--- src/hdl/rrsq_pkg.sv ---
// ----------------------------------------------------------------------------
// rrsq_pkg
// Shared types and constants for the RR interval symbolic quantizer.
// ----------------------------------------------------------------------------
`timescale 1ns / 1ps
`default_nettype none

package rrsq_pkg;

    // Field widths
    localparam int SAMPLE_W = 16;
    localparam int SYMBOL_W = 4;

    // Default delay line depths
    localparam int RAW_DELAY_DEF     = 8;
    localparam int LOWPASS_DELAY_DEF = 4;

    // Number of decision thresholds (ten symbols)
    localparam int NUM_THRESH = 9;

    typedef logic [SAMPLE_W-1:0] sample_t;
    typedef logic [SYMBOL_W-1:0] symbol_t;

    // Payload of one input transfer
    typedef struct packed {
        sample_t rr_sample;
        sample_t lowpass_sample;
        sample_t highpass_sample;
    } in_item_t;

    // Payload of one output transfer
    typedef struct packed {
        symbol_t symbol;
    } out_item_t;

endpackage

`default_nettype wire

--- src/hdl/rrsq_delay_cell.sv ---
// ----------------------------------------------------------------------------
// rrsq_delay_cell
// One stage of a sample delay line; passes its sample on at each transfer.
// ----------------------------------------------------------------------------
`timescale 1ns / 1ps
`default_nettype none

module rrsq_delay_cell (
    input  wire logic             clk,
    input  wire logic             rst_n,
    input  wire logic             shift,
    input  wire rrsq_pkg::sample_t sample_prev,
    output rrsq_pkg::sample_t      sample_hold
);
    import rrsq_pkg::*;

    sample_t sample_reg;

    // Line starts out all zero
    always_ff @(posedge clk or negedge rst_n)
    begin
        if (!rst_n)
        begin
            sample_reg <= '0;
        end
        else if (shift)
        begin
            sample_reg <= sample_prev;
        end
    end

    assign sample_hold = sample_reg;

endmodule

`default_nettype wire

--- config.mk ---
export PLATFORM = sky130hd
export DESIGN_NAME = rrsq_delay_cell
export DESIGN_NICKNAME = d
export VERILOG_FILES = /design/src/hdl/rrsq_pkg.sv /design/src/hdl/rrsq_delay_cell.sv
export SDC_FILE = /design/constraint.sdc
export NUM_CORES = 1
export LEC_CHECK = 0
export BUFFER_PORTS_ARGS = -buffer_cell sky130_fd_sc_hd__clkbuf_2
export CAP_MARGIN = 20
export CORE_MARGIN = 1
export CORE_UTILIZATION = 42
export CTS_CLUSTER_DIAMETER = 40
export CTS_CLUSTER_SIZE = 25
export DETAILED_ROUTE_END_ITERATION = 8
export MAX_ROUTING_LAYER = met4
export PLACE_DENSITY = 0.76
export SLEW_MARGIN = 20
export SYNTH_ARGS = -nofsm -noshare
export SYNTH_HDL_FRONTEND = slang
export SYNTH_SLANG_ARGS = --single-unit
--- constraint.sdc ---
create_clock -name clk -period 0.8 [get_ports clk]
set_input_delay 0.08 -clock clk [delete_from_list [all_inputs] [get_ports clk]]
set_output_delay 0.08 -clock clk [all_outputs]
set_load 0.05 [all_outputs]
==> impl_metrics.env <==
export IMPL_postCtsSetupRepairBufs=0
export IMPL_required_ns=0.72
export IMPL_drt_iter0_drc=2
export IMPL_finalMaxSlewViolations=0
export IMPL_p_leak_nw=0.498
export IMPL_tightestPinTransition_ns=0.388
export IMPL_antenna_found_initial=0
export IMPL_seq_area_frac_synth_pct=61.7
export IMPL_worstSkewPairLatency_ns=0.27
export IMPL_cp_num_buf_inv=1
export IMPL_post_drt_wl_per_cell_um=13.1
export IMPL_root_buffer="clkbuf_4"
export IMPL_min_path_type="in -> reg"
export IMPL_period_minus_slack_ns=0.932
export IMPL_ctsHtreeMaxLevel=1
export IMPL_grt_remaining_overflow=0
export IMPL_portBuffers=34
export IMPL_gp_congestion=0.596
export IMPL_synth_avg_cell_area_um2=19.1
export IMPL_synth_top_cell_by_area="dfrtp_1"
export IMPL_diodes=0
export IMPL_cts_buffers=3
export IMPL_fin_nets=92
export IMPL_crit_path_start_kind="flop"
export IMPL_vias=406
export IMPL_ant_nets=0
export IMPL_r2r_end="sample_hold[6]"
export IMPL_critPathSlowestCell="dfrtp_2"
export IMPL_setup_violations=20
export IMPL_switching_share_pct=32.3
export IMPL_fp_dieH_um=41.3
export IMPL_pwr_share_comb_pct=35.5
export IMPL_drive_gt1_share_pct=98.6
export IMPL_muxShareOfSynthArea_pct=33.5
export IMPL_clock_skew_ns=0
export IMPL_final_cell_mix="18 x clkbuf_2, 16 x buf_8, 16 x dfrtp_2, 10 x mux2_4, 6 x mux2_2"
export IMPL_fillers=79
export IMPL_initial_utilization_pct=47.5
export IMPL_fin_crit_sh_pct=117
export IMPL_r2r_slack_ns=-0.01
export IMPL_crit_start="sample_hold[7]"
export IMPL_r2r_start="sample_hold[6]"
export IMPL_rows=13
export IMPL_fin_total_pwr_mw=2.13
export IMPL_grt_pass1_wl_um=1780
export IMPL_die_area_mm2=0.00171
export IMPL_wirelength_um=1130
export IMPL_cp_top_family="flip-flops"
export IMPL_p_int_mw=1.44
export IMPL_grt_pass1_vias=412
export IMPL_largest_register_ffs=16
export IMPL_synth_top_area_share_pct=61.7
export IMPL_slew_headroom_pct=74.2
export IMPL_place_ws_ns=-0.0205
export IMPL_yosysUniqueCellTypes=5
export IMPL_synth_simple_gate_area_share_pct=0
export IMPL_yosysWarnings=0
export IMPL_cap_violations=0
export IMPL_synth_top_family_by_area="multiplexers"
export IMPL_endpoint_kind="primary output"
export IMPL_vdd_drop_max_mv=1.36
export IMPL_dp_cells=82
export IMPL_synthCells=34
export IMPL_synth_seq_cells=16
export IMPL_cp_cell_sequence="buf_8"
export IMPL_synthTopCellsByArea="dfrtp_1 62%, mux2_4 23%, mux2_2 10%"
export IMPL_clkSinkCount=16
export IMPL_die_x_um=41.3
export IMPL_crit_path_max_fanout=2
export IMPL_synth_xor_area_share_pct=0
export IMPL_final_common_cell="clkbuf_2"
export IMPL_viasPerCell=4.72
export IMPL_firstDrtPassIters=2
export IMPL_setup_tns_ns=-2.03
export IMPL_p_per_area_mw_per_mm2=2050
export IMPL_violations="negative setup slack"
export IMPL_coreArea_mm2=0.00137
export IMPL_cts_tree="built"
export IMPL_clockBufferDepth=2
export IMPL_p_switching_mw=0.686
export IMPL_synth_adder_area_share_pct=0
export IMPL_clockPowerShare_pct=18.5
export IMPL_hold_viol=0
export IMPL_grt_max_degree=17
export IMPL_drc_errors=0
export IMPL_cp_arrival_ns=0.85
export IMPL_clk_pin_slew_ns=0.09
export IMPL_grtUsageTotal_pct=17.4
export IMPL_max_freq_ghz=1.07
export IMPL_fin_ws_ns=-0.132
export IMPL_boundaryPins=35
export IMPL_area_growth_pct=60.1
export IMPL_fin_util_pct=76.1
export IMPL_hpwlAfterDp_um=779
export IMPL_critPathKind="reg -> out"
export IMPL_rsz0062_at_grt="true"
export IMPL_syn_area_um2=649
export IMPL_rr_worst_depth=1
export IMPL_cpPeakStageDelay_ns=0.43
export IMPL_layout_cells_non_filler=86
export IMPL_synth_compound_area_share_pct=0
export IMPL_status="finished, violations left"
export IMPL_seq_power_share_pct=46.0
export IMPL_endpoint="sample_hold[7]"
export IMPL_crit_cells=1
export IMPL_synth_fp_nets=53
[metrics by stage]
step                      cell area, µm²  hold WS (ns)
after floorplan                      669        -0.216
after global placement               847        0.0155
after detailed placement             847        0.0215
after CTS                           1020        0.0195
after global routing                1040        0.0173
final                               1040        0.0332
[final cells by class]
cell class | count | area [µm²] | share of cell area (%)
Clock buffer | 3 | 22.5 | 2.17
Multi-Input combinational cell | 16 | 218 | 20.9
Tap cell | 15 | 18.8 | 1.81
Sequential cell | 16 | 420 | 40.4
Timing Repair Buffer | 36 | 360 | 34.7
[power groups by stage]
stage | Clock [mW] | Sequential [mW] | Combinational, mW
floorplan | 0 | 1.25 | 0.145
global placement | 0 | 0.962 | 0.582
detailed placement | 0 | 0.960 | 0.587
CTS | 0.425 | 0.957 | 0.721
global route | 0.457 | 0.990 | 0.789
finish | 0.394 | 0.979 | 0.755
[worst min-delay path by stage]
stage,depth (start not counted),endpoint,from
6_report,2,sample_hold[9],sample_prev[9]
5_1_grt,2,sample_hold[1],sample_prev[1]
4_1_cts,2,sample_hold[9],sample_prev[9]
3_5_place_dp,1,sample_hold[3],rst_n
3_3_place_gp,1,sample_hold[8],rst_n
2_1_floorplan,0,sample_hold[0],rst_n
[cells in the mapped netlist, drive strengths merged]
| master | n |
|---|---|
| buf | 2 |
| dfrtp | 16 |
| mux2 | 16 |
[routing by layer]
layer | global-route usage, % | wire [µm] | vias to the layer above
met1 | 21.1 | 548 | 186
met4 | 7.26 | 0 | 0
met2 | 26.6 | 503 | 26
li1 | - | - | 194
met3 | 5.85 | 77 | 0
met5 | - | 0 | -
[cell families (layout without fill, tap and decap cells)]
logic type             Yosys count  after routing
buffers and inverters            2             39
multiplexers                    16             16
flip-flops                      16             16
[timing repair]
item,CTS,global route
hold buffers,1,0
hold endpoints to repair,16,0
gates resized for setup,32,16
setup endpoints to repair,16,23
Power figures use the tool's default switching activity.
