## src/hdl/rrsq_pkg.sv

```systemverilog
// ----------------------------------------------------------------------------
// rrsq_pkg
// Shared types and constants for the RR interval symbolic quantizer.
// ----------------------------------------------------------------------------
`timescale 1ns / 1ps
`default_nettype none

package rrsq_pkg;

    // Field widths
    localparam int SAMPLE_W = 16;
    localparam int SYMBOL_W = 4;

    // Default delay line depths
    localparam int RAW_DELAY_DEF     = 8;
    localparam int LOWPASS_DELAY_DEF = 4;

    // Number of decision thresholds (ten symbols)
    localparam int NUM_THRESH = 9;

    typedef logic [SAMPLE_W-1:0] sample_t;
    typedef logic [SYMBOL_W-1:0] symbol_t;

    // Payload of one input transfer
    typedef struct packed {
        sample_t rr_sample;
        sample_t lowpass_sample;
        sample_t highpass_sample;
    } in_item_t;

    // Payload of one output transfer
    typedef struct packed {
        symbol_t symbol;
    } out_item_t;

endpackage

`default_nettype wire

```

## src/hdl/rrsq_quantizer.sv

```systemverilog
// ----------------------------------------------------------------------------
// rrsq_quantizer
// Maps the delayed raw minus low-pass difference to a symbol 0..9.
// ----------------------------------------------------------------------------
`timescale 1ns / 1ps
`default_nettype none

module rrsq_quantizer (
    input  wire rrsq_pkg::sample_t raw_delayed,
    input  wire rrsq_pkg::sample_t low_delayed,
    input  wire rrsq_pkg::sample_t highpass,
    output rrsq_pkg::symbol_t      symbol
);
    import rrsq_pkg::*;

    sample_t                 diff_w;
    logic signed [SAMPLE_W:0] diff_s;
    logic signed [SAMPLE_W:0] t1, t2, t3, t4, t5;
    logic [NUM_THRESH-1:0]   at_or_above;

    // Difference wraps to 16 bits, then read as signed
    assign diff_w = raw_delayed - low_delayed;
    assign diff_s = {diff_w[SAMPLE_W-1], diff_w};

    // Thresholds by shifts; all stay below 2^15
    assign t1 = {5'b0, highpass[SAMPLE_W-1:4]};
    assign t2 = {4'b0, highpass[SAMPLE_W-1:3]};
    assign t4 = {3'b0, highpass[SAMPLE_W-1:2]};
    assign t3 = t1 + t2;
    assign t5 = t4 + t1;

    // Thresholds are non-decreasing (-t4 <= -t3 <= ... <= t4 <= t5), so the
    // first failing test in order equals the count of thresholds passed.
    always_comb
    begin
        at_or_above[0] = (diff_s >= -t4);
        at_or_above[1] = (diff_s >= -t3);
        at_or_above[2] = (diff_s >= -t2);
        at_or_above[3] = (diff_s >= -t1);
        at_or_above[4] = (diff_s >= t1);
        at_or_above[5] = (diff_s >= t2);
        at_or_above[6] = (diff_s >= t3);
        at_or_above[7] = (diff_s >= t4);
        at_or_above[8] = (diff_s >= t5);
    end

    assign symbol = symbol_t'($countones(at_or_above));

endmodule

`default_nettype wire

```

## config.mk

```make
export PLATFORM = sky130hd
export DESIGN_NAME = rrsq_quantizer
export DESIGN_NICKNAME = d
export VERILOG_FILES = /design/src/hdl/rrsq_pkg.sv /design/src/hdl/rrsq_quantizer.sv
export SDC_FILE = /design/constraint.sdc
export NUM_CORES = 1
export LEC_CHECK = 0
export ABC_AREA = 0
export BUFFER_PORTS_ARGS = -buffer_cell sky130_fd_sc_hd__buf_2
export CAP_MARGIN = 40
export CORE_ASPECT_RATIO = 0.8
export CORE_UTILIZATION = 60
export DETAILED_ROUTE_END_ITERATION = 10
export PLACE_DENSITY_LB_ADDON = 0.05
export SLEW_MARGIN = 20
export SYNTH_ARGS = -nofsm -noshare
export SYNTH_HDL_FRONTEND = slang
export SYNTH_SLANG_ARGS = --single-unit
```

## constraint.sdc

```tcl
create_clock -name vclk -period 6.6
set_clock_uncertainty 0.15 [all_clocks]
set_input_delay 0 -clock vclk [all_inputs]
set_output_delay 0 -clock vclk [all_outputs]
set_load 0.03 [all_outputs]
```

==> flow_metrics.py <==
metrics = {
    "outcome": {
        "result_of_the_run": "finished, final reports clean",
    },
    "drt": {
        "remaining_drc_errors": 0,
        "detail_route.vias_per_cell": 6.23,
        "drt_initial_violations": 312,
        "vias": 5910,
        "postRouteWirelength_um": 16800,
        "routedWlPerCell_um": 17.7,
        "firstDrtPassIters": 5,
        "ant_nets": 0,
    },
    "placement": {
        "place_worst_setup_slack_ns": -0.0742,
        "place_congestion": 0.951,
        "post-dp-hpwl_um": 14200,
        "port_buffers": 50,
    },
    "floorplanning": {
        "fp-row-count": 32,
        "num_io_pins": 52,
        "design.core.area_um2": 9610,
        "initial_utilization_pct": 61.6,
        "floorplan.die_area_um2": 10300,
        "die_height_um": 90.8,
        "die-width_um": 113,
    },
    "global_route": {
        "gr-usage-met3_pct": 2.28,
        "grt_most_used_layer": "met2",
        "grt_overflow_total": 0,
        "grt_use_total_pct": 32.6,
        "met2_usage_pct": 56.1,
        "gr-usage-met1_pct": 43.4,
        "grt_pass1_vias": 5942,
        "antenna_found_initial": 0,
        "first_pass_grt_wire_length_um": 27200,
        "maximum_number_of_pins_on_one_net_before_global_route_repair": 12,
    },
    "pwr": {
        "p_sw_w": 0.000752,
        "power_frac_comb_pct": 100.0,
        "power_frac_clock_pct": 0,
        "p_sw_share_pct": 57.2,
        "intPower_w": 0.000563,
        "max-vdd-ir-drop_v": 0.000277,
        "leakage_nw": 3.58,
        "cellPowerDensity_nw_per_um2": 190,
        "pwr-share-seq_pct": 0,
    },
    "synth": {
        "yosys_warning_count": 0,
        "post_synth_instance_area_um2": 5920,
        "yosysUniqueCellTypes": 58,
        "syn_inst": 729,
        "synth.avg_cell_area_um2": 8.12,
        "yosys.area.top_type": "sky130_fd_sc_hd__ha_1",
        "synth_fp_nets": 974,
        "post_synth_main_area_contributors": "sky130_fd_sc_hd__ha_1 40%, sky130_fd_sc_hd__xnor2_1 8.3%, sky130_fd_sc_hd__a21o_1 6.1%, sky130_fd_sc_hd__a21oi_1 4.1%, sky130_fd_sc_hd__inv_1 3.5%",
        "area_share_of_the_largest_cell_type_after_synthesis_pct": 40.0,
        "synth-seq-area-share_pct": 0,
    },
    "hold_path": {
        "timing.hold.worst.class": "input pin to output pin",
    },
    "sta": {
        "period_needed_ns": 6.39,
        "final_critical_path_setup_slack_ns": 0.210,
        "slew_worst_pin_ns": 0.847,
        "hold_violations": 0,
        "max-slew-margin-rel_pct": 43.1,
        "setup-tns-final_ns": 0,
        "timing.final.crit_share_pct": 96.8,
        "max_freq_mhz": 156,
        "final_max_slew_viol_count": 0,
        "finalSetupViolCount": 0,
    },
    "cells_and_area": {
        "final_core_density_pct": 72.1,
        "num_antenna_cells": 0,
        "sequential_standard_cell_area_um2": 0,
        "area.growth.synth_to_final_pct": 17.1,
        "final_layout_size_suffix_gt1_share_pct": 18.7,
        "mostFrequentLayoutCell": "sky130_fd_sc_hd__ha_1",
        "most-common-layout-cells": "184 x sky130_fd_sc_hd__ha_1, 58 x sky130_fd_sc_hd__buf_4, 54 x sky130_fd_sc_hd__xnor2_1",
        "clk_buffers": 0,
        "fill_cells": 763,
        "final_net_count": 1076,
        "sequential_cell_total": 0,
    },
    "setup_path": {
        "timing.critical_path.fanout_max": 8,
        "required_ns": 6.45,
        "arrival_time_reported_for_the_critical_path_endpoint_ns": 6.24,
        "startpoint_type": "input pin",
        "cp-end-kind": "output pin",
        "timing.setup.critical_path_class": "input pin to output pin",
    },
    "job": {
        "max_cap_viol_count": 0,
    },
}
power by group through the flow:
stage / Sequential, W / Combinational, W / Clock (W)
2_1_floorplan: 0 / 0.000884 / 0
3_3_place_gp: 0 / 0.00115 / 0
3_5_place_dp: 0 / 0.00122 / 0
4_1_cts: 0 / 0.00123 / 0
5_1_grt: 0 / 0.00145 / 0
6_report: 0 / 0.00131 / 0
cell families after synthesis:
family                     Yosys count  synth area share [%]
adders and majority gates          197                  42.7
AOI/OAI and AO/OA                  204                  24.3
buffers and inverters               63                  4.00
xor gates and xnor gates            80                  12.5
muxes                                1                 0.190
and+or+nand+nor                    184                  16.3
routing by layer:
metal	part of all wire (%)	up-vias
met5	0	-
met4	2.8	0
met3	5.4	36
met1	46	2767
met2	45	191
li1	-	2916
final cells by class:
cell class         instances  area, um^2  area share, %
inverters                 56         218           3.14
multi-input cells        666        5870           84.8
well taps                119         149           2.15
repair buffers           107         689           9.95
Yosys cell counts, drive strengths merged (11+ instances only):
master / n
nor2b: 21
a211oi: 11
nand3: 23
xnor2: 60
and3: 14
xor2: 20
a21o: 48
nand2b: 12
a21oi: 49
o21ai: 34
nor2: 36
nor3: 11
nand2: 33
o21a: 13
ha: 189
inv: 56
nand4: 15
worst paths after layout:
path	startpoint	end	slack, ns	cells past startpoint
setup / recovery	highpass[5]	symbol[1]	0.21	26
hold / removal	highpass[15]	symbol[0]	1.04	7
repair_timing:
action / CTS / global route
pin swaps: 2 / 19
buffers inserted: 2 / 12
gates cloned: 0 / 0
endpoints found under the setup margin: 2 / 2
gates resized for setup: 0 / 44
hold buffers: 0 / 0
worst max-delay path, stage by stage:
cell and delay [ns]:
sky130_fd_sc_hd__clkbuf_4 0.20, sky130_fd_sc_hd__clkinvlp_4 0.17, sky130_fd_sc_hd__ha_1 0.32, sky130_fd_sc_hd__a21o_1 0.23
sky130_fd_sc_hd__a221oi_4 0.32, sky130_fd_sc_hd__o31a_4 0.21, sky130_fd_sc_hd__o21bai_4 0.07, sky130_fd_sc_hd__a21oi_4 0.18
sky130_fd_sc_hd__xnor2_2 0.11, sky130_fd_sc_hd__inv_2 0.10, sky130_fd_sc_hd__nand3_2 0.12, sky130_fd_sc_hd__nor4_2 0.25
sky130_fd_sc_hd__ha_1 0.21, sky130_fd_sc_hd__nand4_1 0.13, sky130_fd_sc_hd__o41ai_2 0.35, sky130_fd_sc_hd__a41oi_1 0.07
sky130_fd_sc_hd__mux2_2 0.32, sky130_fd_sc_hd__fa_1 0.52, sky130_fd_sc_hd__inv_1 0.06, sky130_fd_sc_hd__fa_1 0.52
sky130_fd_sc_hd__inv_1 0.05, sky130_fd_sc_hd__fa_1 0.53, sky130_fd_sc_hd__inv_1 0.06, sky130_fd_sc_hd__fa_2 0.38
sky130_fd_sc_hd__fa_2 0.58, sky130_fd_sc_hd__buf_4 0.15
through the flow:
stage                     hold slack, ns  total power (W)  std cells  instance area, um^2
after global routing                1.09          0.00145        948                 6930
final                               1.04          0.00131        948                 6930
after CTS                           1.01          0.00123        936                 6630
after global placement             0.968          0.00115        934                 6610
after floorplan                    0.690         0.000884        729                 5920
after detailed placement            1.01          0.00122        934                 6610
No activity file was read; power rests on OpenSTA's default activity.
